### config.mk
export PLATFORM = sky130hd
export DESIGN_NAME = rpn_stack_evaluator
export DESIGN_NICKNAME = d
export VERILOG_FILES = /design/src/hw/rtl/rpn_pkg.sv /design/src/hw/rtl/rpn_front.sv /design/src/hw/rtl/rpn_div.sv /design/src/hw/rtl/rpn_back.sv /design/src/hw/rtl/rpn_stack_evaluator.sv
export VERILOG_INCLUDE_DIRS = /design/src /design/src/hw/rtl
export SDC_FILE = /design/constraint.sdc
export NUM_CORES = 2
export LEC_CHECK = 0
export ABC_AREA = 1
export ABC_CLOCK_PERIOD_IN_PS = 11300
export BUFFER_PORTS_ARGS = -buffer_cell sky130_fd_sc_hd__buf_2
export CORE_UTILIZATION = 40
export DETAILED_ROUTE_END_ITERATION = 6
export HOLD_SLACK_MARGIN = 0.1
export PLACE_DENSITY = 0.62
export SYNTH_ARGS = -nofsm -noshare
export SYNTH_HDL_FRONTEND = slang
export SYNTH_SLANG_ARGS = --single-unit
export TNS_END_PERCENT = 20
### constraint.sdc
create_clock -name clk -period 11.3 [get_ports clk]
set_input_delay 1.695 -clock clk [delete_from_list [all_inputs] [get_ports clk]]
set_output_delay 1.695 -clock clk [all_outputs]
set_load 0.01 [all_outputs]
### src/hw/rtl/rpn_stack_evaluator_assert.svh
// assertion macros for the rpn stack evaluator
// used by the top level; expects clk and rst in scope
`ifndef RPN_STACK_EVALUATOR_ASSERT_SVH
`define RPN_STACK_EVALUATOR_ASSERT_SVH

// same-cycle implication
`define RPN_ASSERT_NOW(label, ante, cons, msg) \
  label: assert property (@(posedge clk) disable iff (rst) (ante) |-> (cons)) \
    else $error(msg);

// next-cycle implication
`define RPN_ASSERT_NEXT(label, ante, cons, msg) \
  label: assert property (@(posedge clk) disable iff (rst) (ante) |=> (cons)) \
    else $error(msg);

`endif

### src/hw/rtl/rpn_pkg.sv
// shared types and constants for the rpn stack evaluator
// no dependencies
`default_nettype none

package rpn_pkg;

  localparam int STACK_DEPTH = 64;
  localparam int DATA_W      = 32;
  localparam int SP_W        = $clog2(STACK_DEPTH + 1);
  localparam int ADDR_W      = $clog2(STACK_DEPTH);
  localparam int DEPTH_W     = 7;
  localparam int CNT_W       = $clog2(DATA_W);

  localparam logic [2:0] FN_PUSH = 3'd0;
  localparam logic [2:0] FN_ADD  = 3'd1;
  localparam logic [2:0] FN_SUB  = 3'd2;
  localparam logic [2:0] FN_MUL  = 3'd3;
  localparam logic [2:0] FN_DIV  = 3'd4;

  localparam logic [1:0] ERR_NONE     = 2'd0;
  localparam logic [1:0] ERR_FEW      = 2'd1;
  localparam logic [1:0] ERR_DIVZERO  = 2'd2;
  localparam logic [1:0] ERR_OVERFLOW = 2'd3;

  typedef enum logic [2:0] {
    K_PUSH,
    K_ADD,
    K_SUB,
    K_MUL,
    K_DIV,
    K_NOP
  } kind_t;

  typedef struct packed {
    kind_t             kind;
    logic [DATA_W-1:0] value;
    logic              start;
  } token_t;

  typedef enum logic [2:0] {
    ST_IDLE,
    ST_READ,
    ST_DIV,
    ST_WB,
    ST_EMIT
  } state_t;

endpackage

`default_nettype wire

### src/hw/rtl/rpn_front.sv
// front end: accepts requests, decodes the token kind, holds a short queue
// depends on rpn_pkg
`default_nettype none

module rpn_front
  import rpn_pkg::*;
(
  input  wire logic               clk,
  input  wire logic               rst,
  input  wire logic               push,
  output logic                    full,
  input  wire logic [2:0]         func,
  input  wire logic signed [31:0] value,
  input  wire logic               start_req,
  output logic                    tok_valid,
  output token_t                  tok,
  input  wire logic               tok_pop
);

  token_t     slots [2];
  logic       wptr;
  logic       rptr;
  logic [1:0] count;
  token_t     decoded;
  logic       do_push;

  always_comb begin
    decoded.value = value;
    decoded.start = start_req;
    unique case (func)
      FN_PUSH: decoded.kind = K_PUSH;
      FN_ADD:  decoded.kind = K_ADD;
      FN_SUB:  decoded.kind = K_SUB;
      FN_MUL:  decoded.kind = K_MUL;
      FN_DIV:  decoded.kind = K_DIV;
      default: decoded.kind = K_NOP;
    endcase
  end

  assign full      = (count == 2'd2);
  assign tok_valid = (count != 2'd0);
  assign tok       = slots[rptr];
  assign do_push   = push && !full;

  always_ff @(posedge clk) begin
    if (do_push) begin
      slots[wptr] <= decoded;
    end
  end

  always_ff @(posedge clk) begin
    if (rst) begin
      wptr  <= 1'b0;
      rptr  <= 1'b0;
      count <= 2'd0;
    end else begin
      if (do_push) begin
        wptr <= !wptr;
      end
      if (tok_pop) begin
        rptr <= !rptr;
      end
      unique case ({do_push, tok_pop})
        2'b10:   count <= count + 2'd1;
        2'b01:   count <= count - 2'd1;
        default: count <= count;
      endcase
    end
  end

endmodule

`default_nettype wire

### src/hw/rtl/rpn_div.sv
// signed divider, truncating, one quotient bit per cycle
// depends on rpn_pkg
`default_nettype none

module rpn_div
  import rpn_pkg::*;
(
  input  wire logic              clk,
  input  wire logic              rst,
  input  wire logic              start,
  input  wire logic [DATA_W-1:0] a,
  input  wire logic [DATA_W-1:0] b,
  output logic                   done,
  output logic [DATA_W-1:0]      q
);

  logic              busy;
  logic [CNT_W-1:0]  cnt;
  logic              neg;
  logic [DATA_W-1:0] rem;
  logic [DATA_W-1:0] quo;
  logic [DATA_W-1:0] mb;
  logic [DATA_W:0]   trial;

  assign trial = {rem, quo[DATA_W-1]} - {1'b0, mb};
  assign q     = neg ? (DATA_W'(0) - quo) : quo;

  always_ff @(posedge clk) begin
    if (start) begin
      neg <= a[DATA_W-1] ^ b[DATA_W-1];
      quo <= a[DATA_W-1] ? (DATA_W'(0) - a) : a;
      mb  <= b[DATA_W-1] ? (DATA_W'(0) - b) : b;
      rem <= '0;
    end else if (busy) begin
      if (!trial[DATA_W]) begin
        rem <= trial[DATA_W-1:0];
      end else begin
        rem <= {rem[DATA_W-2:0], quo[DATA_W-1]};
      end
      quo <= {quo[DATA_W-2:0], !trial[DATA_W]};
    end
  end

  always_ff @(posedge clk) begin
    if (rst) begin
      busy <= 1'b0;
      cnt  <= '0;
      done <= 1'b0;
    end else begin
      done <= 1'b0;
      if (start) begin
        busy <= 1'b1;
        cnt  <= '0;
      end else if (busy) begin
        cnt <= cnt + CNT_W'(1);
        if (cnt == CNT_W'(DATA_W - 1)) begin
          busy <= 1'b0;
          done <= 1'b1;
        end
      end
    end
  end

endmodule

`default_nettype wire

### src/hw/rtl/rpn_back.sv
// back end: operand stack, sequencer, result register
// depends on rpn_pkg; the divider sits beside it in the top level
`default_nettype none

module rpn_back
  import rpn_pkg::*;
(
  input  wire logic                clk,
  input  wire logic                rst,
  input  wire logic                tok_valid,
  input  wire token_t              tok,
  output logic                     tok_pop,
  output logic                     div_start,
  output logic [DATA_W-1:0]        div_a,
  output logic [DATA_W-1:0]        div_b,
  input  wire logic                div_done,
  input  wire logic [DATA_W-1:0]   div_q,
  output logic                     empty,
  input  wire logic                pop,
  output logic signed [31:0]       top_value,
  output logic [DEPTH_W-1:0]       depth,
  output logic [1:0]               error_code
);

  logic [DATA_W-1:0] mem [STACK_DEPTH];
  logic [DATA_W-1:0] rd_data;

  state_t            state, state_next;
  logic [SP_W-1:0]   sp, sp_next;
  logic [1:0]        err, err_next;
  logic [DATA_W-1:0] tos, tos_next;
  logic [DATA_W-1:0] res, res_next;
  token_t            cur, cur_next;

  logic [SP_W-1:0]   sp_eff;
  logic [1:0]        err_eff;
  logic              mem_we;
  logic              mem_re;
  logic [ADDR_W-1:0] waddr;
  logic [ADDR_W-1:0] raddr;
  logic              out_valid;
  logic              out_free;
  logic              out_load;

  assign sp_eff    = tok.start ? '0 : sp;
  assign err_eff   = tok.start ? ERR_NONE : err;
  assign out_free  = !out_valid || pop;
  assign empty     = !out_valid;
  assign div_a     = rd_data;
  assign div_b     = tos;

  always_comb begin
    state_next = state;
    sp_next    = sp;
    err_next   = err;
    tos_next   = tos;
    res_next   = res;
    cur_next   = cur;
    tok_pop    = 1'b0;
    mem_we     = 1'b0;
    mem_re     = 1'b0;
    waddr      = ADDR_W'(sp_eff - SP_W'(1));
    raddr      = ADDR_W'(sp_eff - SP_W'(2));
    div_start  = 1'b0;
    out_load   = 1'b0;
    unique case (state)
      ST_IDLE: begin
        if (tok_valid) begin
          tok_pop  = 1'b1;
          cur_next = tok;
          if (tok.start) begin
            sp_next  = '0;
            err_next = ERR_NONE;
          end
          state_next = ST_EMIT;
          if (err_eff == ERR_NONE) begin
            unique case (tok.kind)
              K_PUSH: begin
                if (sp_eff == SP_W'(STACK_DEPTH)) begin
                  err_next = ERR_OVERFLOW;
                end else begin
                  mem_we   = (sp_eff != '0);
                  tos_next = tok.value;
                  sp_next  = sp_eff + SP_W'(1);
                end
              end
              K_ADD, K_SUB, K_MUL, K_DIV: begin
                if (sp_eff < SP_W'(2)) begin
                  err_next = ERR_FEW;
                end else begin
                  mem_re     = 1'b1;
                  state_next = ST_READ;
                end
              end
              default: state_next = ST_EMIT;
            endcase
          end
        end
      end
      ST_READ: begin
        state_next = ST_WB;
        unique case (cur.kind)
          K_ADD: res_next = rd_data + tos;
          K_SUB: res_next = rd_data - tos;
          K_MUL: res_next = rd_data * tos;
          K_DIV: begin
            if (tos == '0) begin
              err_next   = ERR_DIVZERO;
              state_next = ST_EMIT;
            end else begin
              div_start  = 1'b1;
              state_next = ST_DIV;
            end
          end
          default: state_next = ST_EMIT;
        endcase
      end
      ST_DIV: begin
        if (div_done) begin
          res_next   = div_q;
          state_next = ST_WB;
        end
      end
      ST_WB: begin
        tos_next   = res;
        sp_next    = sp - SP_W'(1);
        state_next = ST_EMIT;
      end
      ST_EMIT: begin
        if (out_free) begin
          out_load   = 1'b1;
          state_next = ST_IDLE;
        end
      end
      default: state_next = ST_IDLE;
    endcase
  end

  always_ff @(posedge clk) begin
    if (rst) begin
      state <= ST_IDLE;
      sp    <= '0;
      err   <= ERR_NONE;
    end else begin
      state <= state_next;
      sp    <= sp_next;
      err   <= err_next;
    end
  end

  always_ff @(posedge clk) begin
    tos <= tos_next;
    res <= res_next;
    cur <= cur_next;
  end

  // entries below the top of stack; the top lives in tos
  always_ff @(posedge clk) begin
    if (mem_we) begin
      mem[waddr] <= tos;
    end
    if (mem_re) begin
      rd_data <= mem[raddr];
    end
  end

  always_ff @(posedge clk) begin
    if (rst) begin
      out_valid <= 1'b0;
    end else if (out_load) begin
      out_valid <= 1'b1;
    end else if (pop) begin
      out_valid <= 1'b0;
    end
  end

  always_ff @(posedge clk) begin
    if (out_load) begin
      top_value  <= (sp != '0) ? tos : '0;
      depth      <= DEPTH_W'(sp);
      error_code <= err;
    end
  end

endmodule

`default_nettype wire

### src/hw/rtl/rpn_stack_evaluator.sv
// rpn stack evaluator top level: front queue, sequencer and divider
// depends on rpn_pkg, rpn_front, rpn_div, rpn_back and the assertion header
//
// tokens enter through push/full: func selects push number, add, subtract,
// multiply or divide, value is the number for a push, start_req empties the
// stack and clears the error before the token is handled. every token gives
// exactly one result through empty/pop: top_value (0 when the stack is
// empty), depth and error_code. errors are sticky until a start_req token.
// a two-entry token queue in front lets requests arrive while the sequencer
// works. steps per token in the sequencer: push, unknown code, too few
// operands, overflow or any token under an error go straight to emit; add,
// subtract and multiply read the stack, compute, write back and emit; divide
// by zero reads and emits; divide reads, waits for the one-bit-per-cycle
// divider (32 steps), writes back and emits. tokens are handled one at a time:
// the next token is taken only after the last result is loaded.
// the stack top sits in a register, the entries below it in a single-port
// memory of STACK_DEPTH words, read one word per operator token that runs.
// reset (rst, synchronous) empties the stack, clears the error and drops
// queued tokens and any waiting result. when the receiver stalls the result
// is held, the sequencer waits, and full rises once the queue fills.
`default_nettype none
`include "rpn_stack_evaluator_assert.svh"

module rpn_stack_evaluator
  import rpn_pkg::*;
(
  input  wire logic               clk,
  input  wire logic               rst,
  input  wire logic               push,
  output logic                    full,
  input  wire logic [2:0]         func,
  input  wire logic signed [31:0] value,
  input  wire logic               start_req,
  output logic                    empty,
  input  wire logic               pop,
  output logic signed [31:0]      top_value,
  output logic [6:0]              depth,
  output logic [1:0]              error_code
);

  logic              tok_valid;
  token_t            tok;
  logic              tok_pop;
  logic              div_start;
  logic [DATA_W-1:0] div_a;
  logic [DATA_W-1:0] div_b;
  logic              div_done;
  logic [DATA_W-1:0] div_q;

  rpn_front u_front (
    .clk       (clk),
    .rst       (rst),
    .push      (push),
    .full      (full),
    .func      (func),
    .value     (value),
    .start_req (start_req),
    .tok_valid (tok_valid),
    .tok       (tok),
    .tok_pop   (tok_pop)
  );

  rpn_div u_div (
    .clk   (clk),
    .rst   (rst),
    .start (div_start),
    .a     (div_a),
    .b     (div_b),
    .done  (div_done),
    .q     (div_q)
  );

  rpn_back u_back (
    .clk        (clk),
    .rst        (rst),
    .tok_valid  (tok_valid),
    .tok        (tok),
    .tok_pop    (tok_pop),
    .div_start  (div_start),
    .div_a      (div_a),
    .div_b      (div_b),
    .div_done   (div_done),
    .div_q      (div_q),
    .empty      (empty),
    .pop        (pop),
    .top_value  (top_value),
    .depth      (depth),
    .error_code (error_code)
  );

  `RPN_ASSERT_NOW(a_pop_valid, tok_pop, tok_valid, "token taken from empty queue")
  `RPN_ASSERT_NOW(a_div_nonzero, div_start, div_b != '0, "divider started with zero divisor")
  `RPN_ASSERT_NEXT(a_div_latency, div_start, !div_done, "divider finished too early")

endmodule

`default_nettype wire

### Word-level counts from Yosys, hierarchy flattened

Memory sizes are Yosys's and may differ from the RTL's. A register that Yosys moved wholly into a read port is not among the register bits.
Cells that the tools add are included.

* latch bits: 0
* logic and storage cells: 170
* input port bits: 40
* memory bits (read-only): 0
* memory bits (writable): 2120
* memories kept: 2
* register bits: 229

Memories
* u_back.mem: words 64, bits a word 32, read ports 1, clocked after memory_dff 1, write ports 1, line rpn_back.sv:25 `logic [DATA_W-1:0] mem [STACK_DEPTH];`
* u_front.slots: words 2, bits a word 36, read ports 1, clocked after memory_dff 1, write ports 1, line rpn_front.sv:20 `token_t slots [2];`

* equality and inequality tests: 30
* reductions and logical operators: 31
* muxes and demuxes: 69
* $add $sub $neg: 13
* magnitude comparators: 1
* bitwise logic cells: 2
* multipliers: 1
* divide/modulo/power cells: 0
* shift-type cells: 0

Operator list (count)
* $mux W32: 10
* $pmux W32 S2: 2
* $pmux W32 S3: 1
* $sub A1 B32 Y32 const A: 3
* $mux W7: 5
* $sub A33 B32 Y33: 1
* $add A32 B32 Y32: 1
* $logic_not A32 Y1: 1
* $mul A32 B32 Y32: 1
* $sub A32 B32 Y32: 1
* $mux W31: 1
* $pmux W3 S5: 2
* $mux W1: 29
* $eq A3 B2 Y1 const B: 8
* $mux W3: 7
* $mux W2: 7
* $pmux W7 S2: 1
* $reduce_bool A2 Y1: 7
* $reduce_bool A7 Y1: 2
* $eq A3 B1 Y1 const B: 4
* $eq A3 B3 Y1 const B: 4
* $pmux W2 S2: 3
* $logic_not A3 Y1: 3
* $ne A2 B1 Y1 const B: 4
* other kinds (28): 39

### Depth between registers and ports, before layout

* word-level depth: 9
* gate-level depth with buffers: 35
* mapped depth without buffers: 33

### Modules after synthesis

Synthesis repeated with hierarchy kept, for this count alone.

* cells, all modules: 10654
* area total of the unflattened synthesis: 118023.2 um^2

By module, submodules not included
* rpn_back: sequential area each 65963.3 um^2, times used 1, cells an instance 9067, area each 105957.9 um^2
* rpn_div: sequential area each 2732.6 um^2, times used 1, cells an instance 1435, area each 9059.9 um^2
* rpn_front: sequential area each 2262.2 um^2, times used 1, cells an instance 152, area each 3005.4 um^2

### Worst setup path after synthesis

No wires, ideal clock.

* path kind: register to register
* start: register u_back.tos[4], in the netlist u_back.div_b[4]
* end: register u_back.res[29], data pin
* path slack: 3.662 ns
* data required time: 11.047 ns
* arrival time: 7.385 ns
* setup time: 0.253 ns
* cell stages (with the launch flop): 27
* path through: edfxtp_1 clkbuf_1 clkbuf_1 buf_1 nand2_1 fa_1 inv_1 fa_1 inv_1 fa_1 fa_1 inv_1 fa_1 fa_1 fa_1 fa_1 ha_1 nand2_1 nor4_1 nand3_1 nand3_1 a31o_2 a21oi_1 o21ai_0 o21ai_0 nand2_1 nand2_1

* longest elaborated chain between the ends: 3
* elaborated cells on any way between the ends: 5
* those cells by class: add/sub: 2; mul: 1; mux: 2

Ends and longest elaborated chain
* from (decl): line rpn_back.sv:31 `logic [DATA_W-1:0] tos, tos_next;`
* from (signal assigned): line rpn_back.sv:152 `tos <= tos_next;`
* $mul A32 B32 Y32, or another cell as far along: line rpn_back.sv:105 `K_MUL: res_next = rd_data * tos;`
* $pmux W32 S3 (*): line rpn_back.sv:102 `unique case (cur.kind)`
* $pmux W32 S2 (*): line rpn_back.sv:66 `unique case (state)`
* net u_back.res_next[29]: line rpn_back.sv:32 `logic [DATA_W-1:0] res, res_next;`
* to (signal assigned): line rpn_back.sv:153 `res <= res_next;`
* to (decl): line rpn_back.sv:32

The timed path passes the listed nets; every way through them passes the cells marked *.
A chain may end at the register's enable or synchronous reset.

### Final worst setup path

* start: register u_back.tos[7], in the netlist u_back.div_b[7]
* end: register u_back.res[25], data pin

The elaborated chain is that of the path after synthesis.

==> impl_metrics.sql <==
INSERT INTO impl_metrics (metric_group, metric, value, unit) VALUES
('drt', 'detail_route.iter0.violations', '10044', ''),
('floorplan', 'pin_count', '83', ''),
('sta', 'rsz_0062_raised_after_global_routing', 'no', ''),
('global_routing', 'first_global_vias', '81360', ''),
('final_layout', 'flow.area_growth_from_synthesis', '11.3', '%'),
('min_path', 'hold_path.class', 'reg2reg', ''),
('drt', 'drt_first_pass_iters', '7', ''),
('drt', 'route.antenna.remaining_nets', '0', ''),
('global_routing', 'number_of_antenna_violations_at_the_first_check_in_global_routing', '13', ''),
('sta', 'max_freq', '0.124', 'GHz'),
('final_layout', 'layout.nets', '10945', ''),
('run_status', 'violations', 'design-rule violations', ''),
('final_layout', 'fill_cells', '26888', ''),
('drt', 'drc_errors', '10', ''),
('clock_network', 'cts.repair_timing.setup_buffer_count', '0', ''),
('floorplan', 'initial_utilization', '40.3', '%'),
('clock_network', 'worst_skew_pair.late_latency', '0.87', 'ns'),
('critical_path', 'critical_path_peak_fanout', '28', ''),
('yosys', 'post_synth_and_or_nand_nor_area_fraction', '13.5', '%'),
('floorplan', 'die_x', '546', 'um'),
('clock_network', 'postCtsResizedCells', '0', ''),
('yosys', 'synth-edff-count', '2325', ''),
('critical_path', 'kind_of_end_point_of_the_critical_path', 'flip-flop', ''),
('global_routing', 'globalRouteOverflowTotal', '0', ''),
('place', 'finalWeightedCongestion', '0.954', ''),
('global_routing', 'grt_first_pass_wirelength', '559', 'mm'),
('floorplan', 'fp.dieArea', '298000', 'sq um'),
('run_status', 'outcome', 'finished with violations', ''),
('sta', 'final-hold-violation-count', '0', ''),
('floorplan', 'placement_rows', '199', ''),
('drt', 'drt-total-wl', '387', 'mm'),
('yosys', 'postSynthCellCount', '10363', ''),
('sta', 'setup_viol_count_final', '0', ''),
('critical_path', 'worstSetupStartpointType', 'flip-flop', ''),
('sta', 'fin_skew', '0.0858', 'ns'),
('clock_network', 'htree_num_levels', '5', ''),
('critical_path', 'cp_data_required_time', '11.86', 'ns'),
('place', 'worst_slack_after_detailed_placement', '3.31', 'ns'),
('sta', 'fin_ws', '3.22', 'ns'),
('clock_network', 'clk_transition_reported_paths', '0.07', 'ns'),
('critical_path', 'critical_path_arrival', '8.64', 'ns'),
('place', 'hpwlAfterDp', '225', 'mm'),
('yosys', 'netlist.top_cell.by_area', 'sky130_fd_sc_hd__edfxtp_1', ''),
('yosys', 'netlist_area', '118000', 'sq um'),
('clock_network', 'cts_tree', 'yes', ''),
('yosys', 'synth_top_area_share', '58.9', '%'),
('yosys', 'dominantRegCellSynth', 'sky130_fd_sc_hd__edfxtp_1', ''),
('yosys', 'yosys.cell_types.count', '62', ''),
('yosys', 'yosys.area_share.xor_xnor', '1.01', '%'),
('yosys', 'share_of_the_yosys_chip_area_belonging_to_registers', '59.9', '%'),
('sta', 'finalMaxSlewViolations', '0', ''),
('sta', 'totalNegativeSetupSlack', '0', 'ns'),
('clock_network', 'cts_root_buffer', 'sky130_fd_sc_hd__clkbuf_16', ''),
('critical_path', 'critical_path_start_end_classification', 'reg2reg', ''),
('yosys', 'synth-seq-cells', '2382', ''),
('final_layout', 'share_of_post_route_cells_with_drive_strength_above_1', '12.7', '%'),
('flow_run', 'drv_cap', '0', ''),
('yosys', 'syn_avg_cell_area', '11.4', 'sq um'),
('yosys', 'synth.cells.most_frequent', 'sky130_fd_sc_hd__edfxtp_1, sky130_fd_sc_hd__nand2_1, sky130_fd_sc_hd__inv_1, sky130_fd_sc_hd__nand3_1, sky130_fd_sc_hd__o21ai_0', ''),
('drt', 'vias', '82604', ''),
('global_routing', 'grt_max_degree', '204', ''),
('yosys', 'synth_compound_gate_area_share', '11.1', '%'),
('sta', 'post-route-period-util', '71.5', '%'),
('clock_network', 'cts_hold_buf', '0', ''),
('sta', 'worst_pin_slew', '1.23', 'ns'),
('yosys', 'async_flop_share', '0', '%'),
('clock_network', 'tritoncts.num_buffers', '269', ''),
('floorplan', 'core_region_area', '294000', 'sq um'),
('yosys', 'yosysWarnings', '0', ''),
('drt', 'drt-vias-per-instance', '5.73', ''),
('sta', 'slew_headroom', '18.3', '%');
[metrics by stage]
stage	hold WS, ns	util (%)	area (sq um)	std cells
2_1_floorplan	0.408	-	118000	10363
3_5_place_dp	0.454	42.0	124000	13943
4_1_cts	0.463	44.8	132000	14409
3_3_place_gp	0.435	42.0	124000	13943
5_1_grt	0.476	44.8	132000	14410
6_report	0.460	44.8	132000	14412
[final timing paths]
| path | end | start | depth (start not counted) | slack, ns |
|---|---|---|---|---|
| hold reg to reg | flip-flop | u_front.rptr | 1 | 0.46 |
| hold / removal | flip-flop | u_front.rptr | 1 | 0.46 |
| setup reg to reg | u_back.res[25] | u_back.div_b[7] | 25 | 3.22 |
| setup / recovery | u_back.res[25] | u_back.div_b[7] | 25 | 3.22 |
[routing by layer]
layer	vias to the layer above	wire length, um	GRT usage, %
met4	4	20000	11.7
met2	4084	178000	40.7
li1	36089	-	-
met3	791	32800	3.90
met5	-	26	0
met1	41636	155000	34.0
[cells by family (layout without fill, tap and decap cells)]
logic type | count (synthesis) | in the layout
adder cells (fa/ha/maj) | 610 | 610
other | 0 | 3
AND/OR/NAND/NOR | 3480 | 3480
flip-flops | 2382 | 2382
buffers and inverters | 1661 | 1788
XOR/XNOR | 136 | 136
AO/OA/AOI/OAI | 2094 | 2094
[layout by cell type (no fill, tap or decap), types with 45 or more instances in the layout]
master / count
sky130_fd_sc_hd__buf_4: 218
sky130_fd_sc_hd__inv_1: 992
sky130_fd_sc_hd__nor2_1: 270
sky130_fd_sc_hd__clkinv_1: 53
sky130_fd_sc_hd__o21ai_0: 740
sky130_fd_sc_hd__nand3_1: 943
sky130_fd_sc_hd__a21oi_1: 263
sky130_fd_sc_hd__xor2_1: 102
sky130_fd_sc_hd__ha_1: 199
sky130_fd_sc_hd__a211oi_1: 50
sky130_fd_sc_hd__o21bai_1: 421
sky130_fd_sc_hd__nand2_1: 1538
sky130_fd_sc_hd__fa_1: 410
sky130_fd_sc_hd__or2_2: 516
sky130_fd_sc_hd__edfxtp_1: 2325
sky130_fd_sc_hd__a311oi_1: 45
sky130_fd_sc_hd__dfxtp_1: 57
sky130_fd_sc_hd__clkbuf_1: 54
sky130_fd_sc_hd__o211ai_1: 426
sky130_fd_sc_hd__nor2_4: 72
sky130_fd_sc_hd__buf_2: 82
sky130_fd_sc_hd__clkbuf_16: 275
[worst max-delay path: stages (launching register included)]
cell                       delay, ns
sky130_fd_sc_hd__edfxtp_1       1.15
sky130_fd_sc_hd__buf_4          0.48
sky130_fd_sc_hd__nand2_1        0.10
sky130_fd_sc_hd__inv_1          0.09
sky130_fd_sc_hd__fa_1           0.44
sky130_fd_sc_hd__fa_1           0.51
sky130_fd_sc_hd__fa_1           0.53
sky130_fd_sc_hd__inv_1          0.05
sky130_fd_sc_hd__fa_1           0.49
sky130_fd_sc_hd__inv_1          0.05
sky130_fd_sc_hd__ha_1           0.27
sky130_fd_sc_hd__ha_1           0.29
sky130_fd_sc_hd__fa_1           0.51
sky130_fd_sc_hd__fa_1           0.42
sky130_fd_sc_hd__ha_1           0.41
sky130_fd_sc_hd__nand2_1        0.18
sky130_fd_sc_hd__inv_1          0.06
sky130_fd_sc_hd__a21oi_1        0.26
sky130_fd_sc_hd__nand3_1        0.24
sky130_fd_sc_hd__a21oi_1        0.40
sky130_fd_sc_hd__o21ai_0        0.24
sky130_fd_sc_hd__a21o_1         0.23
sky130_fd_sc_hd__a21oi_1        0.12
sky130_fd_sc_hd__o21ai_0        0.11
sky130_fd_sc_hd__nand3_1        0.08
sky130_fd_sc_hd__o21ai_0        0.08
[layout make-up]
cell class / instances / area [sq um] / share of cell area (%)
inverter: 1011 / 3830 / 2.90
clock buffer: 330 / 7100 / 5.38
sequential: 2382 / 71000 / 53.8
multi-input combinational: 6320 / 41600 / 31.5
timing repair buffer: 311 / 2270 / 1.72
antenna: 3 / 7.51 / 0.00569
tap: 3919 / 4900 / 3.72
clock inverter: 136 / 1190 / 0.903
[sequential cells by signal, summed over array words and instances, names as in the netlist, 3 cells and up, named ones only]
signal / count
u_back.mem: 2048
u_front.slots: 72
u_back.div_a: 32
u_back.div_b: 32
u_back.res: 32
u_back.top_value: 32
u_div.mb: 32
u_div.quo: 32
u_div.rem: 32
u_back.depth: 7
u_back.sp: 7
u_div.cnt: 5
u_back.cur: 3
u_back.state: 3
Power is left out: the tool's default activity adds up to more than one toggle a clock period on the data nets, which glitch-free logic cannot reach.
